[config.mk]
export PLATFORM = sky130hd
export DESIGN_NAME = schedule_cost_accumulator
export DESIGN_NICKNAME = d
export VERILOG_FILES = /design/src/sv/sca_pkg.sv /design/src/sv/sca_result.sv /design/src/sv/schedule_cost_accumulator.sv
export SDC_FILE = /design/constraint.sdc
export NUM_CORES = 2
export LEC_CHECK = 0
export ABC_AREA = 1
export BUFFER_PORTS_ARGS = -buffer_cell sky130_fd_sc_hd__clkbuf_2
export CAP_MARGIN = 0
export CORE_ASPECT_RATIO = 1.25
export CORE_UTILIZATION = 30
export CTS_BUF_LIST = sky130_fd_sc_hd__clkbuf_8
export DETAILED_ROUTE_END_ITERATION = 6
export PLACE_DENSITY_LB_ADDON = 0.08
export SYNTH_ARGS = -nofsm -noshare
export SYNTH_HDL_FRONTEND = slang
export SYNTH_HIERARCHICAL = 1
export SYNTH_SLANG_ARGS = --single-unit
[constraint.sdc]
create_clock -name clk -period 6 [get_ports clk]
set_clock_uncertainty 0.05 [all_clocks]
set_input_delay 0.9 -clock clk [delete_from_list [all_inputs] [get_ports clk]]
set_output_delay 0.9 -clock clk [all_outputs]
set_load 0.01 [all_outputs]
[src/sv/sca_pkg.sv]
package sca_pkg;

    // Field widths fixed by the stream format
    localparam int TASK_ID_W = 9;
    localparam int SPEED_W   = 16;
    localparam int SQ_W      = 2 * SPEED_W;
    localparam int ENERGY_W  = 50;
    localparam int CNT_W     = 17;
    localparam int SLOT_W    = 13;
    localparam int IDLE_E_W  = 32;
    localparam int PROD_W    = SLOT_W + IDLE_E_W;

    localparam int S_TDATA_W = 32;
    localparam int M_TDATA_W = 104;

    // APB register map
    localparam int PADDR_W   = 3;
    localparam int PDATA_W   = 32;
    localparam int PROCS_W   = 5;
    localparam logic REG_PROCS     = 1'b0;
    localparam logic REG_IDLE_ENER = 1'b1;

    localparam logic [TASK_ID_W-1:0] IDLE_ID    = '1;
    localparam logic [CNT_W-1:0]     CNT_MAX    = '1;
    localparam logic [SLOT_W-1:0]    SLOT_MAX   = '1;
    localparam logic [ENERGY_W-1:0]  ENERGY_MAX = '1;

    // Totals of one finished schedule, handed to the result path
    typedef struct packed {
        logic [ENERGY_W-1:0] energy;
        logic [CNT_W-1:0]    idle;
        logic [CNT_W-1:0]    mig;
        logic [CNT_W-1:0]    sw;
        logic [SLOT_W-1:0]   slots;
    } sca_totals_t;

endpackage

[src/sv/sca_result.sv]
module sca_result
    import sca_pkg::*;
(
    input  logic                 clk,
    input  logic                 rst_n,
    input  logic                 push_valid,
    output logic                 push_ready,
    input  sca_totals_t          totals,
    input  logic [IDLE_E_W-1:0]  idle_energy,
    output logic                 m_tvalid,
    input  logic                 m_tready,
    output logic [M_TDATA_W-1:0] m_tdata    // energy_total, idle_cells, migrations, switches
);

    logic                in_v_reg;
    sca_totals_t         in_tot_reg;
    logic                mul_v_reg;
    logic [ENERGY_W-1:0] mul_energy_reg;
    logic [PROD_W-1:0]   mul_prod_reg;
    logic [CNT_W-1:0]    mul_idle_reg;
    logic [CNT_W-1:0]    mul_mig_reg;
    logic [CNT_W-1:0]    mul_sw_reg;
    logic                out_v_reg;
    logic [M_TDATA_W-1:0] out_data_reg;

    logic                 out_ready;
    logic                 mul_ready;
    logic [ENERGY_W:0]    total_sum;
    logic [ENERGY_W-1:0]  total_sat;
    logic [M_TDATA_W-1:0] out_data_next;

    // Ready chain through the three result registers
    assign out_ready  = !out_v_reg || m_tready;
    assign mul_ready  = !mul_v_reg || out_ready;
    assign push_ready = !in_v_reg || mul_ready;

    // Final add of idle energy, saturating
    assign total_sum = {1'b0, mul_energy_reg} + (ENERGY_W + 1)'(mul_prod_reg);
    assign total_sat = total_sum[ENERGY_W] ? ENERGY_MAX : total_sum[ENERGY_W-1:0];
    assign out_data_next = {(M_TDATA_W - ENERGY_W - 3 * CNT_W)'(0),
                            mul_sw_reg, mul_mig_reg, mul_idle_reg, total_sat};

    // Valid flags
    always_ff @(posedge clk or negedge rst_n)
    begin
        if (!rst_n)
        begin
            in_v_reg  <= 1'b0;
            mul_v_reg <= 1'b0;
            out_v_reg <= 1'b0;
        end
        else
        begin
            if (push_ready)
                in_v_reg <= push_valid;
            if (mul_ready)
                mul_v_reg <= in_v_reg;
            if (out_ready)
                out_v_reg <= mul_v_reg;
        end
    end

    // Payload: capture, slot count times idle energy, sum
    always_ff @(posedge clk)
    begin
        if (push_ready && push_valid)
            in_tot_reg <= totals;
        if (mul_ready && in_v_reg)
        begin
            mul_energy_reg <= in_tot_reg.energy;
            mul_prod_reg   <= PROD_W'(in_tot_reg.slots) * PROD_W'(idle_energy);
            mul_idle_reg   <= in_tot_reg.idle;
            mul_mig_reg    <= in_tot_reg.mig;
            mul_sw_reg     <= in_tot_reg.sw;
        end
        if (out_ready && mul_v_reg)
            out_data_reg <= out_data_next;
    end

    assign m_tvalid = out_v_reg;
    assign m_tdata  = out_data_reg;

endmodule

[src/sv/schedule_cost_accumulator.sv]
// Schedule cost accumulator.
// Cells of a multiprocessor schedule enter on the s_ stream, slot by slot and
// processor by processor within a slot; s_tlast marks the final cell. Each
// cell carries a task id (-1 idle) and a Q4.12 speed. On the final cell one
// transaction leaves on the m_ stream with the Q26.24 energy (squared speeds
// plus slot count times idle_energy_per_slot), idle cells, migrations and
// context switches, all saturating; the stores are then cleared.
// Throughput: one cell per cycle while the result path has room. The per-processor
// and per-task tables sit in registered-read memories; each cell reads both on
// acceptance and writes them back when it leaves stage A, with forwarding between adjacent cells.
// The result passes through stage A (table update), the capture register, the
// idle-energy multiply and the final saturating add into the output register.
// When the receiver stalls, input is still taken until the three-deep result
// path is full, then s_tready drops. Reset clears all counters and table
// valid bits at once; no clearing pass is needed. Configuration (APB, regs at
// 0x0 and 0x4) must be written only while the block is idle; it is not enforced.
module schedule_cost_accumulator
    import sca_pkg::*;
#(
    parameter int MAX_PROCS = 16,
    parameter int MAX_TASKS = 256
)
(
    input  logic                 clk,
    input  logic                 rst_n,
    // cell stream
    input  logic                 s_tvalid,
    output logic                 s_tready,
    input  logic [S_TDATA_W-1:0] s_tdata,   // task_id[8:0], speed[24:9], zero pad
    input  logic                 s_tlast,
    // result stream
    output logic                 m_tvalid,
    input  logic                 m_tready,
    output logic [M_TDATA_W-1:0] m_tdata,   // energy_total[49:0], idle_cells[66:50],
                                            // migrations[83:67], switches[100:84]
    // APB configuration
    input  logic                 psel,
    input  logic                 penable,
    input  logic                 pwrite,
    input  logic [PADDR_W-1:0]   paddr,
    input  logic [PDATA_W-1:0]   pwdata,
    output logic [PDATA_W-1:0]   prdata,
    output logic                 pready
);

    localparam int POS_W   = (MAX_PROCS > 1) ? $clog2(MAX_PROCS) : 1;
    localparam int PCNT_W  = $clog2(MAX_PROCS + 1);
    localparam int CFG_W   = (PCNT_W > PROCS_W) ? PCNT_W : PROCS_W;
    localparam int TASK_AW = (MAX_TASKS > 1) ? $clog2(MAX_TASKS) : 1;

    // Configuration registers
    logic [PROCS_W-1:0]  procs_reg;
    logic [IDLE_E_W-1:0] idle_ener_reg;

    // Front position
    logic [POS_W-1:0]    pos_reg;

    // Stage A: cell under update
    logic                a_v_reg;
    logic [TASK_ID_W-1:0] a_tid_reg;
    logic [POS_W-1:0]    a_pos_reg;
    logic [TASK_AW-1:0]  a_task_reg;
    logic                a_task_ok_reg;
    logic                a_last_reg;
    logic [SQ_W-1:0]     a_sq_reg;

    // Tables and their read data / forwarding
    logic [TASK_ID_W-1:0] pt_mem_reg [MAX_PROCS];
    logic [MAX_PROCS-1:0] pt_valid_reg;
    logic [TASK_ID_W-1:0] pt_rd_reg;
    logic                 pt_fwd_reg;
    logic [TASK_ID_W-1:0] pt_fwd_data_reg;
    logic [POS_W-1:0]     lp_mem_reg [MAX_TASKS];
    logic [MAX_TASKS-1:0] lp_valid_reg;
    logic [POS_W-1:0]     lp_rd_reg;
    logic                 lp_fwd_reg;
    logic [POS_W-1:0]     lp_fwd_data_reg;

    // Accumulators
    logic [ENERGY_W-1:0] energy_reg;
    logic [CNT_W-1:0]    idle_cnt_reg;
    logic [CNT_W-1:0]    mig_cnt_reg;
    logic [CNT_W-1:0]    sw_cnt_reg;
    logic [SLOT_W-1:0]   slot_cnt_reg;

    logic                 adv;
    logic                 in_acc;
    logic [TASK_ID_W-1:0] in_tid;
    logic [SPEED_W-1:0]   in_speed;
    logic                 in_task_ok;
    logic [TASK_AW-1:0]   in_task;
    logic [CFG_W-1:0]     procs_ext;
    logic [PCNT_W-1:0]    procs_eff;
    logic [POS_W-1:0]     pos_cur;
    logic [PCNT_W-1:0]    pos_plus;
    logic [POS_W-1:0]     pos_next;

    logic                 a_go;
    logic [TASK_ID_W-1:0] prev_tid;
    logic                 seen;
    logic [POS_W-1:0]     last_proc;
    logic                 busy;
    logic                 is_switch;
    logic                 is_mig;
    logic [ENERGY_W:0]    energy_sum;
    logic [ENERGY_W-1:0]  energy_next;
    logic [CNT_W-1:0]     idle_cnt_next;
    logic [CNT_W-1:0]     mig_cnt_next;
    logic [CNT_W-1:0]     sw_cnt_next;
    logic [SLOT_W-1:0]    slot_cnt_next;
    sca_totals_t          totals;
    logic                 res_ready;
    logic                 cfg_wr;

    // APB port
    assign pready = 1'b1;
    assign cfg_wr = psel && penable && pwrite;

    always_ff @(posedge clk or negedge rst_n)
    begin
        if (!rst_n)
        begin
            procs_reg     <= PROCS_W'(1);
            idle_ener_reg <= '0;
        end
        else if (cfg_wr)
        begin
            case (paddr[2])
                REG_PROCS:     procs_reg     <= pwdata[PROCS_W-1:0];
                REG_IDLE_ENER: idle_ener_reg <= pwdata;
                default:       idle_ener_reg <= idle_ener_reg;
            endcase
        end
    end

    always_comb
    begin
        case (paddr[2])
            REG_PROCS:     prdata = PDATA_W'(procs_reg);
            REG_IDLE_ENER: prdata = idle_ener_reg;
            default:       prdata = '0;
        endcase
    end

    // Input unpacking and handshake
    assign adv      = res_ready;
    assign s_tready = adv;
    assign in_acc   = s_tvalid && s_tready;
    assign in_tid   = s_tdata[TASK_ID_W-1:0];
    assign in_speed = s_tdata[TASK_ID_W +: SPEED_W];
    assign in_task_ok = !in_tid[TASK_ID_W-1] &&
                        ({24'd0, in_tid[TASK_ID_W-2:0]} < 32'(MAX_TASKS));
    assign in_task  = TASK_AW'(in_tid[TASK_ID_W-2:0]);

    // Processor position with clamped processor count
    assign procs_ext = CFG_W'(procs_reg);
    assign procs_eff = (procs_ext == '0) ? PCNT_W'(1) :
                       (procs_ext > CFG_W'(MAX_PROCS)) ? PCNT_W'(MAX_PROCS) :
                       PCNT_W'(procs_ext);
    assign pos_cur   = (PCNT_W'(pos_reg) >= procs_eff) ? '0 : pos_reg;
    assign pos_plus  = PCNT_W'(pos_cur) + PCNT_W'(1);
    assign pos_next  = (s_tlast || pos_plus >= procs_eff) ? '0 : POS_W'(pos_plus);

    always_ff @(posedge clk or negedge rst_n)
    begin
        if (!rst_n)
            pos_reg <= '0;
        else if (in_acc)
            pos_reg <= pos_next;
    end

    // Stage A load
    always_ff @(posedge clk or negedge rst_n)
    begin
        if (!rst_n)
            a_v_reg <= 1'b0;
        else if (adv)
            a_v_reg <= s_tvalid;
    end

    always_ff @(posedge clk)
    begin
        if (adv)
        begin
            a_tid_reg       <= in_tid;
            a_pos_reg       <= pos_cur;
            a_task_reg      <= in_task;
            a_task_ok_reg   <= in_task_ok;
            a_last_reg      <= s_tlast;
            a_sq_reg        <= SQ_W'(in_speed) * SQ_W'(in_speed);
            pt_rd_reg       <= pt_mem_reg[pos_cur];
            lp_rd_reg       <= lp_mem_reg[in_task];
            pt_fwd_reg      <= a_v_reg && (a_pos_reg == pos_cur);
            pt_fwd_data_reg <= a_tid_reg;
            lp_fwd_reg      <= a_v_reg && a_task_ok_reg && (a_task_reg == in_task);
            lp_fwd_data_reg <= a_pos_reg;
        end
    end

    // Table write-back
    assign a_go = a_v_reg && adv;

    always_ff @(posedge clk)
    begin
        if (a_go)
        begin
            pt_mem_reg[a_pos_reg] <= a_tid_reg;
            if (a_task_ok_reg)
                lp_mem_reg[a_task_reg] <= a_pos_reg;
        end
    end

    always_ff @(posedge clk or negedge rst_n)
    begin
        if (!rst_n)
        begin
            pt_valid_reg <= '0;
            lp_valid_reg <= '0;
        end
        else if (a_go)
        begin
            if (a_last_reg)
            begin
                pt_valid_reg <= '0;
                lp_valid_reg <= '0;
            end
            else
            begin
                pt_valid_reg[a_pos_reg] <= 1'b1;
                if (a_task_ok_reg)
                    lp_valid_reg[a_task_reg] <= 1'b1;
            end
        end
    end

    // Cell evaluation: previous task on this processor, last processor of task
    assign prev_tid  = !pt_valid_reg[a_pos_reg] ? IDLE_ID :
                       pt_fwd_reg ? pt_fwd_data_reg : pt_rd_reg;
    assign seen      = lp_valid_reg[a_task_reg];
    assign last_proc = lp_fwd_reg ? lp_fwd_data_reg : lp_rd_reg;
    assign busy      = (a_tid_reg != IDLE_ID);
    assign is_switch = busy && (prev_tid != IDLE_ID) && (prev_tid != a_tid_reg);
    assign is_mig    = a_task_ok_reg && (!seen || last_proc != a_pos_reg);

    // Saturating accumulator updates
    assign energy_sum    = {1'b0, energy_reg} + (ENERGY_W + 1)'(a_sq_reg);
    assign energy_next   = energy_sum[ENERGY_W] ? ENERGY_MAX : energy_sum[ENERGY_W-1:0];
    assign idle_cnt_next = (!busy && idle_cnt_reg != CNT_MAX) ?
                           idle_cnt_reg + CNT_W'(1) : idle_cnt_reg;
    assign mig_cnt_next  = (is_mig && mig_cnt_reg != CNT_MAX) ?
                           mig_cnt_reg + CNT_W'(1) : mig_cnt_reg;
    assign sw_cnt_next   = (is_switch && sw_cnt_reg != CNT_MAX) ?
                           sw_cnt_reg + CNT_W'(1) : sw_cnt_reg;
    assign slot_cnt_next = (a_pos_reg == '0 && slot_cnt_reg != SLOT_MAX) ?
                           slot_cnt_reg + SLOT_W'(1) : slot_cnt_reg;

    always_ff @(posedge clk or negedge rst_n)
    begin
        if (!rst_n)
        begin
            energy_reg   <= '0;
            idle_cnt_reg <= '0;
            mig_cnt_reg  <= '0;
            sw_cnt_reg   <= '0;
            slot_cnt_reg <= '0;
        end
        else if (a_go)
        begin
            if (a_last_reg)
            begin
                energy_reg   <= '0;
                idle_cnt_reg <= '0;
                mig_cnt_reg  <= '0;
                sw_cnt_reg   <= '0;
                slot_cnt_reg <= '0;
            end
            else
            begin
                energy_reg   <= energy_next;
                idle_cnt_reg <= idle_cnt_next;
                mig_cnt_reg  <= mig_cnt_next;
                sw_cnt_reg   <= sw_cnt_next;
                slot_cnt_reg <= slot_cnt_next;
            end
        end
    end

    // Hand the totals of a finished schedule to the result path
    assign totals.energy = energy_next;
    assign totals.idle   = idle_cnt_next;
    assign totals.mig    = mig_cnt_next;
    assign totals.sw     = sw_cnt_next;
    assign totals.slots  = slot_cnt_next;

    sca_result u_result (
        .clk         (clk),
        .rst_n       (rst_n),
        .push_valid  (a_v_reg && a_last_reg),
        .push_ready  (res_ready),
        .totals      (totals),
        .idle_energy (idle_ener_reg),
        .m_tvalid    (m_tvalid),
        .m_tready    (m_tready),
        .m_tdata     (m_tdata)
    );

    // Input only backs up when a result is waiting at the output
    a_stall_needs_result: assert property (@(posedge clk) disable iff (!rst_n)
        !s_tready |-> m_tvalid)
        else $error("input stalled with no result pending");

    // Position restarts after the final cell
    a_pos_restart: assert property (@(posedge clk) disable iff (!rst_n)
        (s_tvalid && s_tready && s_tlast) |=> (pos_reg == '0))
        else $error("processor position not cleared after final cell");

    // Counters and tables cleared once a schedule completes
    a_clear_after_last: assert property (@(posedge clk) disable iff (!rst_n)
        (a_v_reg && a_last_reg && adv) |=>
            (idle_cnt_reg == '0 && mig_cnt_reg == '0 && sw_cnt_reg == '0 &&
             pt_valid_reg == '0 && lp_valid_reg == '0))
        else $error("stores not cleared after final cell");

    // A waiting result stays put while the receiver stalls
    a_result_hold: assert property (@(posedge clk) disable iff (!rst_n)
        (m_tvalid && !m_tready) |=> (m_tvalid && $stable(m_tdata)))
        else $error("result changed while receiver stalled");

endmodule

==> results_tabular.tex <==
\begin{tabular}{lr}
\hline
Metric & Value \\
\hline
\multicolumn{2}{l}{\textbf{Outcome}} \\
Run status & finished clean \\
\multicolumn{2}{l}{\textbf{Worst setup path}} \\
Critical path fanouts, max & 10 \\
Crit Reg-Reg Endpoint & u\_result/mul\_prod\_reg[37] \\
Worst Path Buf+Inv & 5 \\
Worst path slowest cell & dfrtp\_1 \\
Startpoint of the worst register-to-register path & idle\_ener\_reg[29] \\
Register-to-register setup slack & 260 ps \\
Cell-by-cell listing of the critical path & nand2\_1 > inv\_1 > fa\_1 > fa\_1 > inv\_1 > fa\_1 > inv\_1 > fa\_1 > inv\_1 > fa\_1 > inv\_1 > ha\_1 > a21oi\_1 > o21ai\_0 > a21o\_1 > a21oi\_1 > nand3\_1 > nand2\_1 > nand2\_1 \\
Worst Setup Start Kind & flip-flop \\
Largest incremental delay on the critical path & 830 ps \\
Data arrival time of the critical path & 6450 ps \\
Element type at the critical path end & flip-flop \\
Launch point of the worst path & idle\_ener\_reg[29] \\
Worst Reg-to-Reg Cells & 19 \\
Kind of cell with the highest combined delay on the critical path & adder cells \\
Worst Path Required & 6710 ps \\
Critical Setup Path Class & reg2reg \\
\multicolumn{2}{l}{\textbf{Finish}} \\
NumNets Final & 12.6k \\
Final non-filler cell area & 126000 sq um \\
Largest register FFs & 1024 \\
Multi-input combinational cell area & 42800 sq um \\
FILL cells & 37.6k \\
Area growth, synth to finish & 14.5\% \\
Reg area & 58900 sq um \\
Layout cell share with drive strength beyond 1 & 0.0958 \\
\multicolumn{2}{l}{\textbf{GRT}} \\
Antenna violations before repair & 14 \\
Largest net degree at the start of global routing & 181 \\
Vias in the first global route & 84.1k \\
Tot GR Track Use & 0.199 \\
Gr ovfl total & 0 \\
Wire length of the first global-routing pass & 551000 microns \\
\multicolumn{2}{l}{\textbf{Routing}} \\
Drt initial violations & 4844 \\
\# DRC & 0 \\
Routed wire length per instance & 22.0 microns \\
Total wire length after detailed routing & 373000 microns \\
Drt pass-1 iters & 6 \\
Total vias in the final route & 80.9k \\
Final ANT Viol Nets & 0 \\
Vias per std cell & 4.77 \\
\multicolumn{2}{l}{\textbf{Floorplan}} \\
Placeable core region & 365000 sq um \\
Row cnt & 248 \\
Number of ports placed on the die boundary & 214 \\
Starting density of the core & 0.301 \\
Die area & 369000 sq um \\
Die width & 544 microns \\
Die height & 679 microns \\
\multicolumn{2}{l}{\textbf{Synthesis}} \\
Cell variety after synth & 59 \\
Area of the mapped netlist & 110000 sq um \\
Top FF cell, synth & edfxtp\_1 \\
Register bit total from synthesis & 2034 \\
Synthesized area per cell & 9.72 sq um \\
Top cell type's share of synthesized area & 0.438 \\
Main area contributors after synthesis & edfxtp\_1 (44\%), dfrtp\_1 (9.8\%), fa\_1 (9.0\%), nand2\_1 (7.9\%), inv\_1 (5.7\%) \\
Biggest area consumer among synthesized cells & edfxtp\_1 \\
Synthesized netlist cell count & 11.3k \\
Sequential area share after synthesis & 0.536 \\
EDFF count, synth & 1603 \\
Share of flip-flops with an asynchronous set or reset & 0.212 \\
Syn. warnings & 6 \\
\multicolumn{2}{l}{\textbf{Min path}} \\
Type of the worst min-delay path & in2reg \\
Startpoint of the lowest-slack hold path & m\_tready \\
Hold path depth & 4 \\
Destination of the worst hold path & u\_result/m\_tvalid \\
\multicolumn{2}{l}{\textbf{STA}} \\
Headroom to the max-slew limit & 0.210 \\
Worst hold slack & 219 ps \\
Final max-slew violation count & 0 \\
Shortest period the worst path allows & 5740 ps \\
Final count of hold timing violations & 0 \\
Number of setup violations in the final report & 0 \\
Setup repair after global routing missed its margin & no \\
Final critical-path share of the clock period & 0.957 \\
Worst Max-Slew Pin Slew & 1180 ps \\
Maximum achievable frequency & 174 MHz \\
\multicolumn{2}{l}{\textbf{Pwr}} \\
Max VDD drop & 0.000947 V \\
Cell Int Power & 39.7 mW \\
Combinational group share of total power & 0.564 \\
Net Sw Frac & 0.449 \\
Power dissipated by switching net loads & 32.4 mW \\
Leakage power & 54.3 nW \\
Pwr dens & 572 nW/um\^{}2 \\
Sequential cell fraction of total power & 0.259 \\
Clock network power share & 0.177 \\
\multicolumn{2}{l}{\textbf{Clock tree}} \\
Buffer levels on the longest clock path & 4 \\
Clk slew on worst S/H paths & 60 ps \\
CTS sink cnt & 2034 \\
Htree depth & 5 \\
Number of CTS-inserted buffers & 359 \\
Clock latency at the later pin of the worst-skew pair & 1090 ps \\
Clock root buffer master & clkbuf\_8 \\
CTS tree & yes \\
\multicolumn{2}{l}{\textbf{Placement}} \\
Cell area reported after detailed placement & 119000 sq um \\
Input/output buffers & 200 \\
DPL Wire Length & 251000 microns \\
Weighted congestion reported at the end of routability-driven placement & 0.875 \\
\multicolumn{2}{l}{\textbf{Job}} \\
Number of max-cap violations & 0 \\
\hline
\end{tabular}
per-layer routing:
metal / GRT usage / up-vias / share of wire / wire length (microns)
li1: - / 38013 / - / -
met1: 0.246 / 40440 / 0.42 / 155000
met2: 0.357 / 1848 / 0.51 / 189000
met3: 0.0232 / 580 / 0.040 / 14900
met4: 0.0684 / 4 / 0.036 / 13500
met5: 0 / - / 0.000054 / 20
worst register-to-register path, cell delays in order (launching register included):
cell and delay (ps):
dfrtp_1 830, nand2_1 130, inv_1 100, fa_1 430, fa_1 490, inv_1 60, fa_1 530, inv_1 60
fa_1 520, inv_1 50, fa_1 520, inv_1 40, ha_1 350, a21oi_1 330, o21ai_0 220, a21o_1 200
a21oi_1 180, nand3_1 100, nand2_1 60, nand2_1 150
cell usage after synthesis, drive strengths merged (11+ instances only):
library cell  count
nand2          2323
inv            1687
edfxtp         1603
nor2           1468
o21ai           919
fa              493
clkbuf          461
dfrtp           430
o22ai           341
ha              281
nand3           281
a21oi           261
xor2            122
a2bb2oi         117
nand4            77
buf              66
nor3             61
xnor2            53
o211ai           50
mux2i            30
a31oi            27
mux2             27
o21bai           25
nor4             20
a21o             17
and2             12
or2              11
worst max-delay path by stage:
stage	depth (start not counted)	slack, ps	endpoint
2_1_floorplan	24	2	a_sq_reg[29]
5_1_grt	23	3	u_result/mul_prod_reg[36]
4_1_cts	20	3	u_result/mul_prod_reg[28]
3_3_place_gp	22	-380	a_sq_reg[30]
6_report	19	260	u_result/mul_prod_reg[37]
3_5_place_dp	21	-310	a_sq_reg[30]
logic make-up after synthesis:
kind of cell / count (synthesis) / share of synthesized area
buffers and inverters: 2218 / 0.0767
adder cells (fa/ha/maj): 774 / 0.122
flip-flops: 2034 / 0.536
XOR/XNOR: 175 / 0.0139
other: 2 / 0.0000683
AO/OA/AOI/OAI: 1794 / 0.0930
multiplexers: 57 / 0.00550
AND/OR/NAND/NOR: 4261 / 0.153
repair_timing:
| action | in CTS | in global routing |
|---|---|---|
| resized for setup | 2 | 15 |
| hold buffers | 35 | 0 |
| buffers inserted | 0 | 0 |
| hold endpoints to repair | 120 | 0 |
| setup endpoints to repair | 1 | 13 |
area by class of cell:
type,instances,share of cell area
flip-flops and latches,2034,0.468
multi-input cells,7065,0.340
inverters,1691,0.0507
well taps,4875,0.0484
clock buffers,391,0.0427
repair buffers,610,0.0377
clock inverters,270,0.0124
diodes,9,0.000179
power groups by stage:
stage | sequential (mW) | clock (mW) | combinational [mW]
detailed placement | 19.0 | 0 | 41.0
finish | 18.7 | 12.7 | 40.6
CTS | 18.7 | 13.2 | 41.3
global route | 18.7 | 13.7 | 45.3
floorplan | 18.6 | 0 | 23.2
global placement | 19.0 | 0 | 41.1
placed cells by master (no fill, tap or decap), types with 77 or more instances in the layout:
cell type / netlist / final
edfxtp_1: 1603 / 1603
inv_1: 1683 / 1795
nand4_1: 77 / 77
o21ai_0: 885 / 882
a21oi_1: 259 / 254
clkbuf_8: 0 / 392
xor2_1: 122 / 121
ha_1: 281 / 278
nand2_1: 2320 / 2317
buf_4: 6 / 332
clkbuf_2: 0 / 195
nor2_1: 1464 / 1456
dfrtp_1: 430 / 414
nand3_1: 275 / 274
fa_1: 493 / 493
a2bb2oi_1: 117 / 117
o22ai_1: 341 / 341
stage by stage:
step	setup WS [ps]	utilization	total power [mW]	instances	TNS [ps]
after floorplan	2.07	-	41.8	11317	0
after global routing	2.86	0.345	77.8	16941	0
after CTS	3.29	0.345	73.2	16936	0
after detailed placement	-314	0.325	60.0	16240	-2460
final	258	0.345	72.0	16945	0
after global placement	-378	0.325	60.1	16240	-2700
(Power assumes the default switching activity.)
